## src/sv/ssdp_pkg.sv

```systemverilog
// ============================================================================
// ssdp_pkg
// Shared types, constants and helpers for the SSDP header value extractor.
// ============================================================================
package ssdp_pkg;

    // Default value length limits.
    localparam int NAME_CHARS_DEF = 31;
    localparam int TYPE_CHARS_DEF = 31;

    // A reply shorter than this many bytes is flagged invalid.
    localparam int MIN_BYTES  = 10;
    localparam int SEEN_W     = $clog2(MIN_BYTES + 1);

    // Header patterns, lower case, first character in the top byte.
    localparam int SERVER_LEN = 7;
    localparam int TYPE_LEN   = 3;
    localparam logic [SERVER_LEN*8-1:0] SERVER_HDR = "server:";
    localparam logic [TYPE_LEN*8-1:0]   TYPE_HDR   = "st:";

    // Fallback device name sent when only the ST header was found.
    localparam int UNKNOWN_LEN = 7;
    localparam int UNK_W       = $clog2(UNKNOWN_LEN);

    localparam logic [7:0] CHAR_CR    = 8'h0D;
    localparam logic [7:0] CHAR_LF    = 8'h0A;
    localparam logic [7:0] CHAR_SPACE = 8'h20;
    localparam logic [7:0] CHAR_TAB   = 8'h09;

    // Result item kinds.
    localparam logic [1:0] KIND_NAME    = 2'd0;
    localparam logic [1:0] KIND_TYPE    = 2'd1;
    localparam logic [1:0] KIND_SUMMARY = 2'd2;

    typedef struct packed {
        logic [7:0] data_byte;
        logic       end_of_packet;
    } ssdp_in_t;

    typedef struct packed {
        logic [1:0] item_kind;
        logic [7:0] char_out;
        logic       reply_valid;
        logic       found_server;
        logic       found_type;
        logic       run_last;
    } ssdp_out_t;

    // Results caused by one input byte, handed from the trackers to the emitter.
    typedef struct packed {
        logic       srv_emit;
        logic       typ_emit;
        logic [7:0] ch;
        logic       eop;
        logic       unknown;
        logic       reply_valid;
        logic       found_server;
        logic       found_type;
    } ssdp_bundle_t;

    function automatic logic [7:0] to_lower(input logic [7:0] c);
        logic [7:0] r;
        r = c;
        if (c >= 8'h41 && c <= 8'h5A) begin
            r = c + 8'd32;
        end
        return r;
    endfunction

    function automatic logic [7:0] unknown_char(input logic [UNK_W-1:0] i);
        logic [7:0] r;
        case (i)
            3'd0:    r = "U";
            3'd1:    r = "n";
            3'd2:    r = "k";
            3'd3:    r = "n";
            3'd4:    r = "o";
            3'd5:    r = "w";
            3'd6:    r = "n";
            default: r = 8'h00;
        endcase
        return r;
    endfunction

endpackage

```

## src/sv/ssdp_trk.sv

```systemverilog
// ============================================================================
// ssdp_trk
// Per-header tracker: matches the header at a line start, skips blanks and
// flags the value bytes to be emitted, up to a line break or the length limit.
// ============================================================================
module ssdp_trk #(
    parameter int                    HDR_LEN = ssdp_pkg::TYPE_LEN,
    parameter logic [HDR_LEN*8-1:0]  HDR     = ssdp_pkg::TYPE_HDR,
    parameter int                    LIMIT   = ssdp_pkg::TYPE_CHARS_DEF
) (
    input  logic       aclk,
    input  logic       aresetn,
    input  logic       step,
    input  logic       clear,
    input  logic [7:0] data_byte,
    input  logic       line_start,
    output logic       emit,
    output logic       found
);

    localparam int IDX_W = (HDR_LEN > 1) ? $clog2(HDR_LEN) : 1;
    localparam int LEN_W = $clog2(LIMIT + 1);

    typedef enum logic [1:0] {
        PH_SEARCH,
        PH_SKIP,
        PH_COPY,
        PH_DONE
    } phase_t;

    phase_t             phase_reg, phase_next;
    logic [IDX_W-1:0]   idx_reg, idx_next;
    logic [LEN_W-1:0]   len_reg, len_next;
    logic [7:0]         hdr_ch;
    logic               brk;
    logic               blank;
    logic               copy;

    always_comb begin
        phase_next = phase_reg;
        idx_next   = idx_reg;
        len_next   = len_reg;
        emit       = 1'b0;
        copy       = 1'b0;
        hdr_ch     = HDR[8*(HDR_LEN-1-int'(idx_reg)) +: 8];
        brk        = (data_byte == ssdp_pkg::CHAR_CR) || (data_byte == ssdp_pkg::CHAR_LF);
        blank      = (data_byte == ssdp_pkg::CHAR_SPACE) || (data_byte == ssdp_pkg::CHAR_TAB);

        case (phase_reg)
            PH_SEARCH: begin
                // A partial match keeps going past the line start.
                if (line_start || idx_reg != '0) begin
                    if (ssdp_pkg::to_lower(data_byte) == hdr_ch) begin
                        if (idx_reg == IDX_W'(HDR_LEN - 1)) begin
                            idx_next   = '0;
                            phase_next = PH_SKIP;
                        end else begin
                            idx_next = idx_reg + 1'b1;
                        end
                    end else begin
                        idx_next = '0;
                    end
                end
            end
            PH_SKIP: begin
                if (blank) begin
                    phase_next = PH_SKIP;
                end else if (brk) begin
                    phase_next = PH_DONE;
                end else begin
                    copy = 1'b1;
                end
            end
            PH_COPY: begin
                copy = 1'b1;
            end
            default: begin
                phase_next = phase_reg;
            end
        endcase

        if (copy) begin
            if (brk || len_reg >= LEN_W'(LIMIT)) begin
                phase_next = PH_DONE;
            end else begin
                len_next   = len_reg + 1'b1;
                emit       = 1'b1;
                phase_next = (len_reg == LEN_W'(LIMIT - 1)) ? PH_DONE : PH_COPY;
            end
        end

        found = (len_next != '0);
    end

    always_ff @(posedge aclk) begin
        if (!aresetn || (step && clear)) begin
            phase_reg <= PH_SEARCH;
            idx_reg   <= '0;
            len_reg   <= '0;
        end else if (step) begin
            phase_reg <= phase_next;
            idx_reg   <= idx_next;
            len_reg   <= len_next;
        end
    end

endmodule

```

## src/sv/ssdp_emit.sv

```systemverilog
// ============================================================================
// ssdp_emit
// Result sequencer: holds the results caused by one input byte and sends
// them out one per cycle while m_ready is high, through the result register.
// ============================================================================
module ssdp_emit (
    input  logic                   aclk,
    input  logic                   aresetn,
    input  logic                   load,
    input  ssdp_pkg::ssdp_bundle_t bundle,
    output logic                   ready,
    output logic                   m_valid,
    input  logic                   m_ready,
    output ssdp_pkg::ssdp_out_t    m_data
);

    logic                        srv_pend_reg, srv_pend_next;
    logic                        typ_pend_reg, typ_pend_next;
    logic                        unk_pend_reg, unk_pend_next;
    logic                        sum_pend_reg, sum_pend_next;
    logic [ssdp_pkg::UNK_W-1:0]  unk_idx_reg, unk_idx_next;
    ssdp_pkg::ssdp_bundle_t      hold_reg;
    logic                        m_valid_reg, m_valid_next;
    ssdp_pkg::ssdp_out_t         m_data_reg, m_data_next;
    logic                        out_free;
    logic                        more;

    always_comb begin
        srv_pend_next = srv_pend_reg;
        typ_pend_next = typ_pend_reg;
        unk_pend_next = unk_pend_reg;
        sum_pend_next = sum_pend_reg;
        unk_idx_next  = unk_idx_reg;
        m_valid_next  = m_valid_reg;
        m_data_next   = m_data_reg;
        out_free      = !m_valid_reg || m_ready;

        if (out_free) begin
            m_valid_next = 1'b1;
            m_data_next  = '0;
            if (srv_pend_reg) begin
                srv_pend_next         = 1'b0;
                m_data_next.item_kind = ssdp_pkg::KIND_NAME;
                m_data_next.char_out  = hold_reg.ch;
            end else if (typ_pend_reg) begin
                typ_pend_next         = 1'b0;
                m_data_next.item_kind = ssdp_pkg::KIND_TYPE;
                m_data_next.char_out  = hold_reg.ch;
            end else if (unk_pend_reg) begin
                m_data_next.item_kind = ssdp_pkg::KIND_NAME;
                m_data_next.char_out  = ssdp_pkg::unknown_char(unk_idx_reg);
                if (unk_idx_reg == ssdp_pkg::UNK_W'(ssdp_pkg::UNKNOWN_LEN - 1)) begin
                    unk_pend_next = 1'b0;
                    unk_idx_next  = '0;
                end else begin
                    unk_idx_next = unk_idx_reg + 1'b1;
                end
            end else if (sum_pend_reg) begin
                sum_pend_next            = 1'b0;
                m_data_next.item_kind    = ssdp_pkg::KIND_SUMMARY;
                m_data_next.reply_valid  = hold_reg.reply_valid;
                m_data_next.found_server = hold_reg.found_server;
                m_data_next.found_type   = hold_reg.found_type;
            end else begin
                m_valid_next = 1'b0;
            end
        end

        // Whatever is left after this cycle's transaction still belongs to
        // the current byte; the one sent now is its last when nothing is left.
        more                 = srv_pend_next || typ_pend_next || unk_pend_next || sum_pend_next;
        m_data_next.run_last = out_free ? !more : m_data_reg.run_last;
        ready                = !more;

        if (load) begin
            srv_pend_next = bundle.srv_emit;
            typ_pend_next = bundle.typ_emit;
            unk_pend_next = bundle.unknown;
            sum_pend_next = bundle.eop;
            unk_idx_next  = '0;
        end
    end

    always_ff @(posedge aclk) begin
        if (!aresetn) begin
            srv_pend_reg <= 1'b0;
            typ_pend_reg <= 1'b0;
            unk_pend_reg <= 1'b0;
            sum_pend_reg <= 1'b0;
            unk_idx_reg  <= '0;
            m_valid_reg  <= 1'b0;
        end else begin
            srv_pend_reg <= srv_pend_next;
            typ_pend_reg <= typ_pend_next;
            unk_pend_reg <= unk_pend_next;
            sum_pend_reg <= sum_pend_next;
            unk_idx_reg  <= unk_idx_next;
            m_valid_reg  <= m_valid_next;
        end
    end

    always_ff @(posedge aclk) begin
        m_data_reg <= m_data_next;
        if (load) begin
            hold_reg <= bundle;
        end
    end

    assign m_valid = m_valid_reg;
    assign m_data  = m_data_reg;

endmodule

```

## src/sv/ssdp_header_value_extractor.sv

```systemverilog
// ============================================================================
// ssdp_header_value_extractor
// Extracts the SERVER and ST header values from an SSDP reply, byte by byte.
// ============================================================================
// A reply byte is taken in every cycle while m_ready is high if it causes at
// most one result; that result goes through the pending flags, then the
// result register. A byte that causes n results (both header values at once,
// or the packet end with the "Unknown" name and the summary, up to 9 in all)
// holds the result port, one result per cycle while m_ready is high, and
// s_ready stays low until its last result is being sent, so the single result
// register sets the rate. Header matching and value tracking are updated in
// the cycle the byte is accepted; run_last marks the final result of each
// byte; trackers, line start and byte count reset after end_of_packet.
module ssdp_header_value_extractor #(
    parameter int NAME_CHARS = ssdp_pkg::NAME_CHARS_DEF,
    parameter int TYPE_CHARS = ssdp_pkg::TYPE_CHARS_DEF
) (
    input  logic                 aclk,
    input  logic                 aresetn,
    input  logic                 s_valid,
    output logic                 s_ready,
    input  ssdp_pkg::ssdp_in_t   s_data,
    output logic                 m_valid,
    input  logic                 m_ready,
    output ssdp_pkg::ssdp_out_t  m_data
);

    logic                        accept;
    logic                        line_start_reg, line_start_next;
    logic [ssdp_pkg::SEEN_W-1:0] seen_reg, seen_next;
    logic                        srv_emit, srv_found;
    logic                        typ_emit, typ_found;
    ssdp_pkg::ssdp_bundle_t      bundle;

    assign accept = s_valid && s_ready;

    ssdp_trk #(
        .HDR_LEN (ssdp_pkg::SERVER_LEN),
        .HDR     (ssdp_pkg::SERVER_HDR),
        .LIMIT   (NAME_CHARS)
    ) u_srv_trk (
        .aclk       (aclk),
        .aresetn    (aresetn),
        .step       (accept),
        .clear      (s_data.end_of_packet),
        .data_byte  (s_data.data_byte),
        .line_start (line_start_reg),
        .emit       (srv_emit),
        .found      (srv_found)
    );

    ssdp_trk #(
        .HDR_LEN (ssdp_pkg::TYPE_LEN),
        .HDR     (ssdp_pkg::TYPE_HDR),
        .LIMIT   (TYPE_CHARS)
    ) u_typ_trk (
        .aclk       (aclk),
        .aresetn    (aresetn),
        .step       (accept),
        .clear      (s_data.end_of_packet),
        .data_byte  (s_data.data_byte),
        .line_start (line_start_reg),
        .emit       (typ_emit),
        .found      (typ_found)
    );

    always_comb begin
        seen_next = seen_reg;
        if (seen_reg < ssdp_pkg::SEEN_W'(ssdp_pkg::MIN_BYTES)) begin
            seen_next = seen_reg + 1'b1;
        end
        line_start_next = (s_data.data_byte == ssdp_pkg::CHAR_LF);

        bundle.srv_emit     = srv_emit;
        bundle.typ_emit     = typ_emit;
        bundle.ch           = s_data.data_byte;
        bundle.eop          = s_data.end_of_packet;
        bundle.unknown      = s_data.end_of_packet && typ_found && !srv_found;
        bundle.reply_valid  = (seen_next == ssdp_pkg::SEEN_W'(ssdp_pkg::MIN_BYTES))
                              && (srv_found || typ_found);
        bundle.found_server = srv_found;
        bundle.found_type   = typ_found;
    end

    always_ff @(posedge aclk) begin
        if (!aresetn || (accept && s_data.end_of_packet)) begin
            line_start_reg <= 1'b1;
            seen_reg       <= '0;
        end else if (accept) begin
            line_start_reg <= line_start_next;
            seen_reg       <= seen_next;
        end
    end

    ssdp_emit u_emit (
        .aclk    (aclk),
        .aresetn (aresetn),
        .load    (accept),
        .bundle  (bundle),
        .ready   (s_ready),
        .m_valid (m_valid),
        .m_ready (m_ready),
        .m_data  (m_data)
    );

endmodule
```

## config.mk

```make
export PLATFORM = sky130hd
export DESIGN_NAME = ssdp_header_value_extractor
export DESIGN_NICKNAME = d
export VERILOG_FILES = /design/src/sv/ssdp_pkg.sv /design/src/sv/ssdp_trk.sv /design/src/sv/ssdp_emit.sv /design/src/sv/ssdp_header_value_extractor.sv
export SDC_FILE = /design/constraint.sdc
export NUM_CORES = 1
export LEC_CHECK = 0
export ABC_AREA = 1
export CORE_MARGIN = 8
export CORE_UTILIZATION = 50
export CTS_CLUSTER_SIZE = 8
export DETAILED_ROUTE_END_ITERATION = 6
export DONT_BUFFER_PORTS = 1
export GPL_TIMING_DRIVEN = 1
export PLACE_DENSITY = 0.68
export SYNTH_ARGS = -nofsm -noshare
export SYNTH_HDL_FRONTEND = slang
export SYNTH_SLANG_ARGS = --single-unit
```

## constraint.sdc

```tcl
create_clock -name aclk -period 2.33 [get_ports aclk]
set_clock_uncertainty 0.05 [all_clocks]
set_input_delay 0.233 -clock aclk [delete_from_list [all_inputs] [get_ports aclk]]
set_output_delay 0.233 -clock aclk [all_outputs]
set_load 0.005 [all_outputs]
```

# ---- Yosys cells after proc, flatten, opt, wreduce, memory -nomap -nowiden
# Cells that the tools add are included.
dict set report op_classes {
  n_reduce_logical 40
  n_bitwise 4
  eq_ne 29
  mux 65
  n_shift 2
  n_lt_le_gt_ge 5
  n_addsub 9
}
# operator count
set op_table {}
lappend op_table {{variable part select 56 x 32 -> 8 bit, first input constant} 1}
lappend op_table {{two-way mux 8 bit} 6}
lappend op_table {{case mux 7 bit (5 select lines)} 1}
lappend op_table {{variable part select 24 x 32 -> 8 bit, first input constant} 1}
lappend op_table {{two-way mux 2 bit} 15}
lappend op_table {{two-way mux 1 bit} 29}
lappend op_table {{== test 8 x 4 -> 1 bit, second input constant} 3}
lappend op_table {{two-way mux 5 bit} 4}
lappend op_table {{inequality test 3 x 1 -> 1 bit, second input constant} 6}
lappend op_table {{== test 8 bit} 2}
lappend op_table {{== test 3 bit, second input constant} 4}
lappend op_table {{logical OR 1 bit} 12}
lappend op_table {{AND reduction 6 bit} 2}
lappend op_table {{adder 5 x 1 -> 5 bit, second input constant} 2}
lappend op_table {{== test 5 bit, second input constant} 2}
lappend op_table {{>= comparator 5 bit, second input constant} 2}
lappend op_table {{nonzero test 5 bit} 2}
lappend op_table {{two-way mux 3 bit} 3}
lappend op_table {{two-way mux 9 bit} 1}
lappend op_table {{nonzero test 3 bit} 3}
lappend op_table {{adder 8 x 6 -> 8 bit, second input constant} 1}
lappend op_table {{== test 8 x 6 -> 1 bit, second input constant} 1}
lappend op_table {{>= comparator 8 x 7 -> 1 bit, second input constant} 1}
lappend op_table {{<= comparator 8 x 7 -> 1 bit, second input constant} 1}
lappend op_table {{other kinds (28)} 49}
dict set report word_totals {
  word_cells 179
  input_bits 13
  output_inout_bits 16
  reg_bits 57
}

# ---- Logic depth before layout (Yosys ltp)
# Gate-level depths: netlist of the first run.
dict set report logic_depth {
  word_depth 12
  depth_mapped 17
  depth_no_buf 16
}

# ---- By module
# A second synthesis of the first run with hierarchy kept.
dict set report hier_totals {
  cells_unflattened 581
  area_unflattened_um2 4027.6
}
# module seq_area_each_um2 cells_each area_each_um2 instances
set by_module_without_submodules {}
lappend by_module_without_submodules {ssdp_emit 910.9 124 1353.8 1}
lappend by_module_without_submodules {{ssdp_trk at u_srv_trk} 200.2 220 1323.8 1}
lappend by_module_without_submodules {{ssdp_trk at u_typ_trk} 180.2 176 1002.2 1}
lappend by_module_without_submodules {ssdp_header_value_extractor 100.1 61 347.8 1}

# ---- Least setup slack after synthesis of the first run
# OpenSTA, ideal clock, no wires.
dict set report synth_path {
  path_type {register to register}
  start {register u_typ_trk.len_reg[0]}
  end {register u_emit.hold_reg[2] (netlist bit), data pin}
  n_path_buf 0
  stages_incl_launch_ff 13
  setup_slack_ps 133
  period_less_slack_ps 2197
  t_arrival_ps 1893
  setup_ps 254
  t_required_ps 2026
  cell_sequence {dfxtp_1 ha_1 and3_1 ha_1 nor2_1 nand2_4 nand2_1 nand2_1 nand3_2 nand2_1 nor2_1 nand3_2 o21a_1}
}
# item line_no
set synth_rtl {}
lappend synth_rtl {{start: declaration} ssdp_trk.sv:33} ;# logic [LEN_W-1:0] len_reg, len_next;
lappend synth_rtl {{start signal: assignment} ssdp_trk.sv:103} ;# len_reg <= len_next;
lappend synth_rtl {{end signal: assignment} ssdp_emit.sv:105} ;# hold_reg <= bundle;
lappend synth_rtl {{end: declaration} ssdp_emit.sv:22} ;# ssdp_pkg::ssdp_bundle_t hold_reg;

==> impl_metrics.toml, run 1 <==
[worst_setup_path]
cp-end-kind = "flop"
required_ps = 2380
path_buf_inv = 0
critPathSlowestCell = "dfxtp_1"
r2r-start = "u_typ_trk.len_reg[1]"
worst_path_largest_cell_delay_ps = 360
crit_arrival_ps = 2250
path_common_cell = "nand2_1"
critical_path.max_fanout = 7
reg2reg_depth = 12
start_kind = "flop"
critPathTopFamily = "simple AND/OR/NAND/NOR gates"
rrSetupSlack_ps = 120
crit_type = "reg -> reg"
crit_chain = "ha_1 -> and3_1 -> ha_1 -> nor2_4 -> nand2_4 -> nand2_1 -> nand2_1 -> nand3_2 -> nand2_1 -> nor2_1 -> nand3_2 -> o21a_1"
reg2reg_to = "u_emit.hold_reg[2]"

[synth]
ys_seq_area_share_pct = 37.6
post_synth.cell_area_avg_sq_um = 7.21
ys_ff_latch = 57
ys_types = 43
synth_nets = 547
netlist_area_sq_um = 3700
ys_warn_count = 0
synth-edff-count = 25
synthesis.instances = 513
async_flop_share_pct = 0
synth_flop_cell = "dfxtp_1"

[floorplanning]
io_pins = 29
rows = 31
dieArea_sq_um = 10400
start_util_pct = 51.3
die_h_um = 102
die_w_um = 102
core_sq_um = 7210

[placement]
dp_cells = 612
placed_area_sq_um = 3830
hpwl_um = 5850
gp_congestion = 0.933
portBuffers = 0

[cts]
clock_latency_ps = 340
clockRootBuffer = "clkbuf_8"
clockBufferDepth = 2
numCtsBuffers = 9
cts.reportedPaths.clkPinSlew_ps = 70
htreeDepth = 3
cts_tree = "yes"
clock_sinks = 57

[power_and_ir_drop]
p_leak_nw = 1.92
power_density_nw_per_um2 = 562
peakVddDrop_v = 0.000305

[timing]
finalSetupViolCount = 0
max_freq_mhz = 453
post-route-period-util_pct = 94.7
tightest_slew_ps = 531
hold_violations = 0
drv_slew = 0
min_period_ps = 2210
worst_slew_margin_rel_pct = 63.7

[grt]
track_usage_pct = 15.4
grt_max_degree = 18
overflow = 0
grt_pass1_wl_um = 12900
grt_antenna_before_repair = 0
grt_pass1_vias = 2941

[flow_run]
maxCapViolCount = 0

[routing]
drt-wirelength-per-cell_um = 12.1
drtIter0Drc = 191
dr.pass1.iters = 5
num_vias = 3281
drt_wl_total_um = 7740
drtAntennaViolNets = 0
routed_via_density = 5.13
drc = 0

[layout]
seq_area_sq_um = 1390
layout.nets = 570
drive_gt1_share_pct = 12.0
layout.cells.non_filler = 640
largest_reg_flops = 14
fillers = 673
multiInputGateArea_sq_um = 1950
areaGrowthSynthToFinish_pct = 11.9
n_antenna_cell = 0
final_area_sq_um = 4140

[hold_path]
worstHoldStart = "aresetn"
whs_endpoint = "u_emit.unk_idx_reg[1]"
hold_path_class = "in -> reg"
min_path_cells = 2

[run_status]
status = "completed"
-- routing by layer --
metal | vias to the layer above | global-route usage, % | share of wire (%)
li1 | 1719 | - | -
met1 | 1464 | 18.3 | 46
met2 | 87 | 26.4 | 48
met3 | 11 | 4.09 | 4.9
met4 | 0 | 4.74 | 1.1
met5 | - | 0 | 0
-- layout make-up --
type,count,area share (%)
clock buffers,10,3.08
inverters,84,7.67
repair buffers,20,4.11
multi-input cells,364,47.1
well taps,99,2.99
clock inverters,6,1.42
flip-flops and latches,57,33.7
-- cells in the final DEF (no fill, tap or decap), types with 7 or more instances in the layout --
| cell type | count |
|---|---|
| nand2_1 | 122 |
| inv_1 | 72 |
| nor2_1 | 55 |
| nand3_1 | 36 |
| a21oi_1 | 33 |
| dfxtp_1 | 30 |
| edfxtp_1 | 25 |
| ha_1 | 21 |
| o21ai_0 | 19 |
| nand4_1 | 13 |
| buf_4 | 12 |
| inv_2 | 10 |
| clkbuf_8 | 9 |
| dlygate4sd3_1 | 8 |
| nand2_2 | 7 |
| xor2_1 | 7 |
-- cells by family after synthesis --
logic type | after synthesis | synth area share [%]
AO/OA/AOI/OAI | 75 | 11.5
AND/OR/NAND/NOR | 258 | 31.4
flip-flops | 57 | 37.6
buffers and inverters | 92 | 10.0
XOR/XNOR | 10 | 2.37
adder cells (fa/ha/maj) | 21 | 7.10
-- where the power goes --
part	internal [W]	total [W]	switching [W]	leakage, nW
clock	0.000486	0.000892	0.000406	0.0897
sequential	0.00111	0.00115	0.0000426	0.532
combinational	0.000105	0.000282	0.000177	1.30
total	0.00170	0.00233	0.000625	1.92
-- what timing repair did --
item | 4_1_cts | 5_1_grt
setup endpoints to repair | 0 | 8
hold buffers | 8 | 0
hold endpoints to repair | 8 | 0
buffers inserted | 0 | 4
resized for setup | 0 | 6
-- worst max path at each step --
stage / startpoint / end / slack [ps] / depth (start not counted)
floorplan: u_typ_trk.len_reg[0] / u_emit.hold_reg[2] / 130 / 12
global placement: u_typ_trk.len_reg[1] / u_emit.hold_reg[2] / 140 / 12
detailed placement: u_typ_trk.len_reg[1] / u_emit.hold_reg[2] / 50 / 12
CTS: u_typ_trk.len_reg[1] / u_emit.hold_reg[2] / 70 / 12
global route: u_emit.unk_idx_reg[1] / u_typ_trk.phase_reg[0] / -30 / 11
finish: u_typ_trk.len_reg[1] / u_emit.hold_reg[2] / 120 / 12
-- metrics by stage --
step / utilization, % / hold WS, ps / setup slack, ps / TNS, ps / total power [W]
detailed placement: 53.1 / 282 / 54.6 / 0 / 0.00143
global placement: 53.1 / 282 / 138 / 0 / 0.00143
floorplan: - / 282 / 133 / 0 / 0.00137
finish: 57.4 / 20.3 / 125 / 0 / 0.00233
CTS: 56.8 / 23.7 / 65.3 / 0 / 0.00233
global route: 57.4 / 22.7 / -33.6 / -63.0 / 0.00244
-- synthesized netlist by cell type, types with 4 or more instances --
cell type | number | share of area [%]
inv_2 | 10 | 1.0
dfxtp_1 | 32 | 17
nor3_1 | 4 | 0.54
o21ai_1 | 5 | 0.68
inv_1 | 72 | 7.3
edfxtp_1 | 25 | 20
nor2_2 | 4 | 0.68
nand3_2 | 5 | 1.4
buf_2 | 4 | 0.54
ha_1 | 21 | 7.1
xor2_1 | 7 | 1.7
nor2_1 | 56 | 5.7
nand2_1 | 122 | 12
nand3_1 | 36 | 4.9
nand4_1 | 13 | 2.2
a21oi_1 | 33 | 4.5
nand2_2 | 7 | 1.2
o21ai_0 | 20 | 2.7
Power figures use the tool's default switching activity.
==> run 2: changes to the inputs <==
--- a/config.mk
+++ b/config.mk
@@ -7,12 +7,11 @@
 export LEC_CHECK = 0
 export ABC_AREA = 1
 export CORE_MARGIN = 8
-export CORE_UTILIZATION = 50
+export CORE_UTILIZATION = 42
 export CTS_CLUSTER_SIZE = 8
 export DETAILED_ROUTE_END_ITERATION = 6
 export DONT_BUFFER_PORTS = 1
-export GPL_TIMING_DRIVEN = 1
-export PLACE_DENSITY = 0.68
+export SLEW_MARGIN = 20
 export SYNTH_ARGS = -nofsm -noshare
 export SYNTH_HDL_FRONTEND = slang
 export SYNTH_SLANG_ARGS = --single-unit
==> run 2 against run 1 <==
  * Clock power up 1%
  * Count of clock-buffer cells in the layout unchanged
  * First-iteration DRC count up 3.1%
  * Largest power group unchanged
  * Setup slack better by 22 ps
  * Critical endpoint unchanged
  * Highest routed layer unchanged
  * Sequential share of layout area about the same
  * Maximum frequency up 1.0%
  * Final cell count up 0.94%
==> impl_metrics.toml, run 2 (synthesis results as in run 1) <==
[floorplanning]
dieArea_sq_um = 12100
die_w_um = 110
core_sq_um = 8640
start_util_pct = 42.9
rows = 34
die_h_um = 110
io_pins = 29

[cts]
cts.reportedPaths.clkPinSlew_ps = 80
clockBufferDepth = 2
clock_sinks = 57
numCtsBuffers = 9
cts_tree = "yes"
clockRootBuffer = "clkbuf_8"
clock_latency_ps = 340
htreeDepth = 3

[layout]
layout.nets = 567
drive_gt1_share_pct = 13.2
areaGrowthSynthToFinish_pct = 12.0
seq_area_sq_um = 1400
fillers = 851
final_common_cell = "nand2_1"
multiInputGateArea_sq_um = 1960
n_antenna_cell = 0
largest_reg_flops = 14
layout_common_cells = "nand2_1, inv_1, nor2_1"

[timing]
min_period_ps = 2180
drv_slew = 0
hold_slack_ps = 21.6
worst_slew_margin_rel_pct = 66.4
tightest_slew_ps = 491
setup_ws_ps = 147
post-route-period-util_pct = 93.7
max_freq_mhz = 458
finalSetupViolCount = 0
hold_violations = 0

[grt]
top_usage_layer = "met2"
grt_antenna_before_repair = 0
grt_pass1_vias = 3175
overflow = 0
track_usage_pct = 14.6
met1_usage_pct = 17.0
grtUsageMet2_pct = 25.2
use_met3_pct = 3.63
grt_pass1_wl_um = 14200
grt_max_degree = 18

[placement]
portBuffers = 0
hpwl_um = 6180
pre_cts_ws_ps = 52.9
gp_congestion = 0.882

[worst_setup_path]
critical_path.max_fanout = 7
crit_type = "reg -> reg"
start_kind = "flop"
crit_chain = "ha_2 -> and3_1 -> ha_1 -> nor2_2 -> nand2_4 -> nand2_1 -> nand2_1 -> nand3_2 -> nand2_1 -> nor2_2 -> nand3_2 -> o21a_1"
path_buf_inv = 0
crit_arrival_ps = 2220
worst_path_largest_cell_delay_ps = 350
cp-end-kind = "flop"
path_common_cell = "nand2_1"
critPathSlowestCell = "dfxtp_2"
required_ps = 2370
critPathTopFamily = "simple AND/OR/NAND/NOR gates"

[routing]
drc = 0
num_vias = 3258
routed_via_density = 5.04
dr.pass1.iters = 4
drt-wirelength-per-cell_um = 12.8
drt_wl_total_um = 8250
drtAntennaViolNets = 0
drtIter0Drc = 197

[power_and_ir_drop]
peakVddDrop_v = 0.000388
power_density_nw_per_um2 = 564
p_leak_nw = 1.91

[flow_run]
maxCapViolCount = 0

[hold_path]
hold_path_class = "in -> reg"

[run_status]
status = "completed"
## run 2: cell types whose count changed in the layout (fill, tap and decap cells not counted), moves of 2 or more
| cell | previous run | this run |
|---|---|---|
| buf_4 | 12 | 9 |
| dfxtp_2 | 2 | 4 |
| nor2_1 | 55 | 51 |
| dfxtp_1 | 30 | 28 |
| nor2_2 | 4 | 9 |
## run 2: cell type report
| class | instances | area share (%) |
|---|---|---|
| Multi-Input combinational cell | 364 | 47.3 |
| Sequential cell | 57 | 33.7 |
| Inverter | 84 | 7.67 |
| Timing Repair Buffer | 17 | 3.56 |
| Tap cell | 108 | 3.26 |
| Clock buffer | 10 | 3.08 |
| Clock inverter | 6 | 1.45 |
## run 2: worst paths after layout
kind                           end  cells after the start                 start  slack [ps]
max             u_emit.hold_reg[2]                     12  u_typ_trk.len_reg[1]         150
min          u_emit.unk_idx_reg[2]                      2               aresetn          20
max reg2reg     u_emit.hold_reg[2]                     12  u_typ_trk.len_reg[1]         150
min reg2reg         line_start_reg                      2        line_start_reg         440
## run 2: metal layers
layer / vias up / share of wire (%)
met2: 64 / 48
li1: 1710 / -
met3: 10 / 4.1
met1: 1474 / 47
met4: 0 / 1.5
met5: - / 0
## run 2: stage by stage
step / instances / cell area (sq um) / TNS [ps] / utilization, % / total power [W]
final: 646 / 4150 / 0 / 48.0 / 0.00234
after global routing: 646 / 4150 / -8.69 / 48.0 / 0.00245
after CTS: 645 / 4110 / 0 / 47.6 / 0.00235
after detailed placement: 621 / 3840 / 0 / 44.5 / 0.00144
after global placement: 621 / 3840 / 0 / 44.5 / 0.00143
after floorplan: 513 / 3700 / 0 / - / 0.00137
## run 2: power by group
group | switching (W) | internal [W]
registers | 0.0000426 | 0.00111
logic | 0.000179 | 0.000101
clock network | 0.000416 | 0.000488
total | 0.000637 | 0.00170
## run 2: what timing repair did
action,in CTS,in global routing
buffers inserted,0,1
endpoints found under the setup margin,0,10
hold buffers,8,0
gates resized for setup,0,13
hold endpoints to repair,8,0
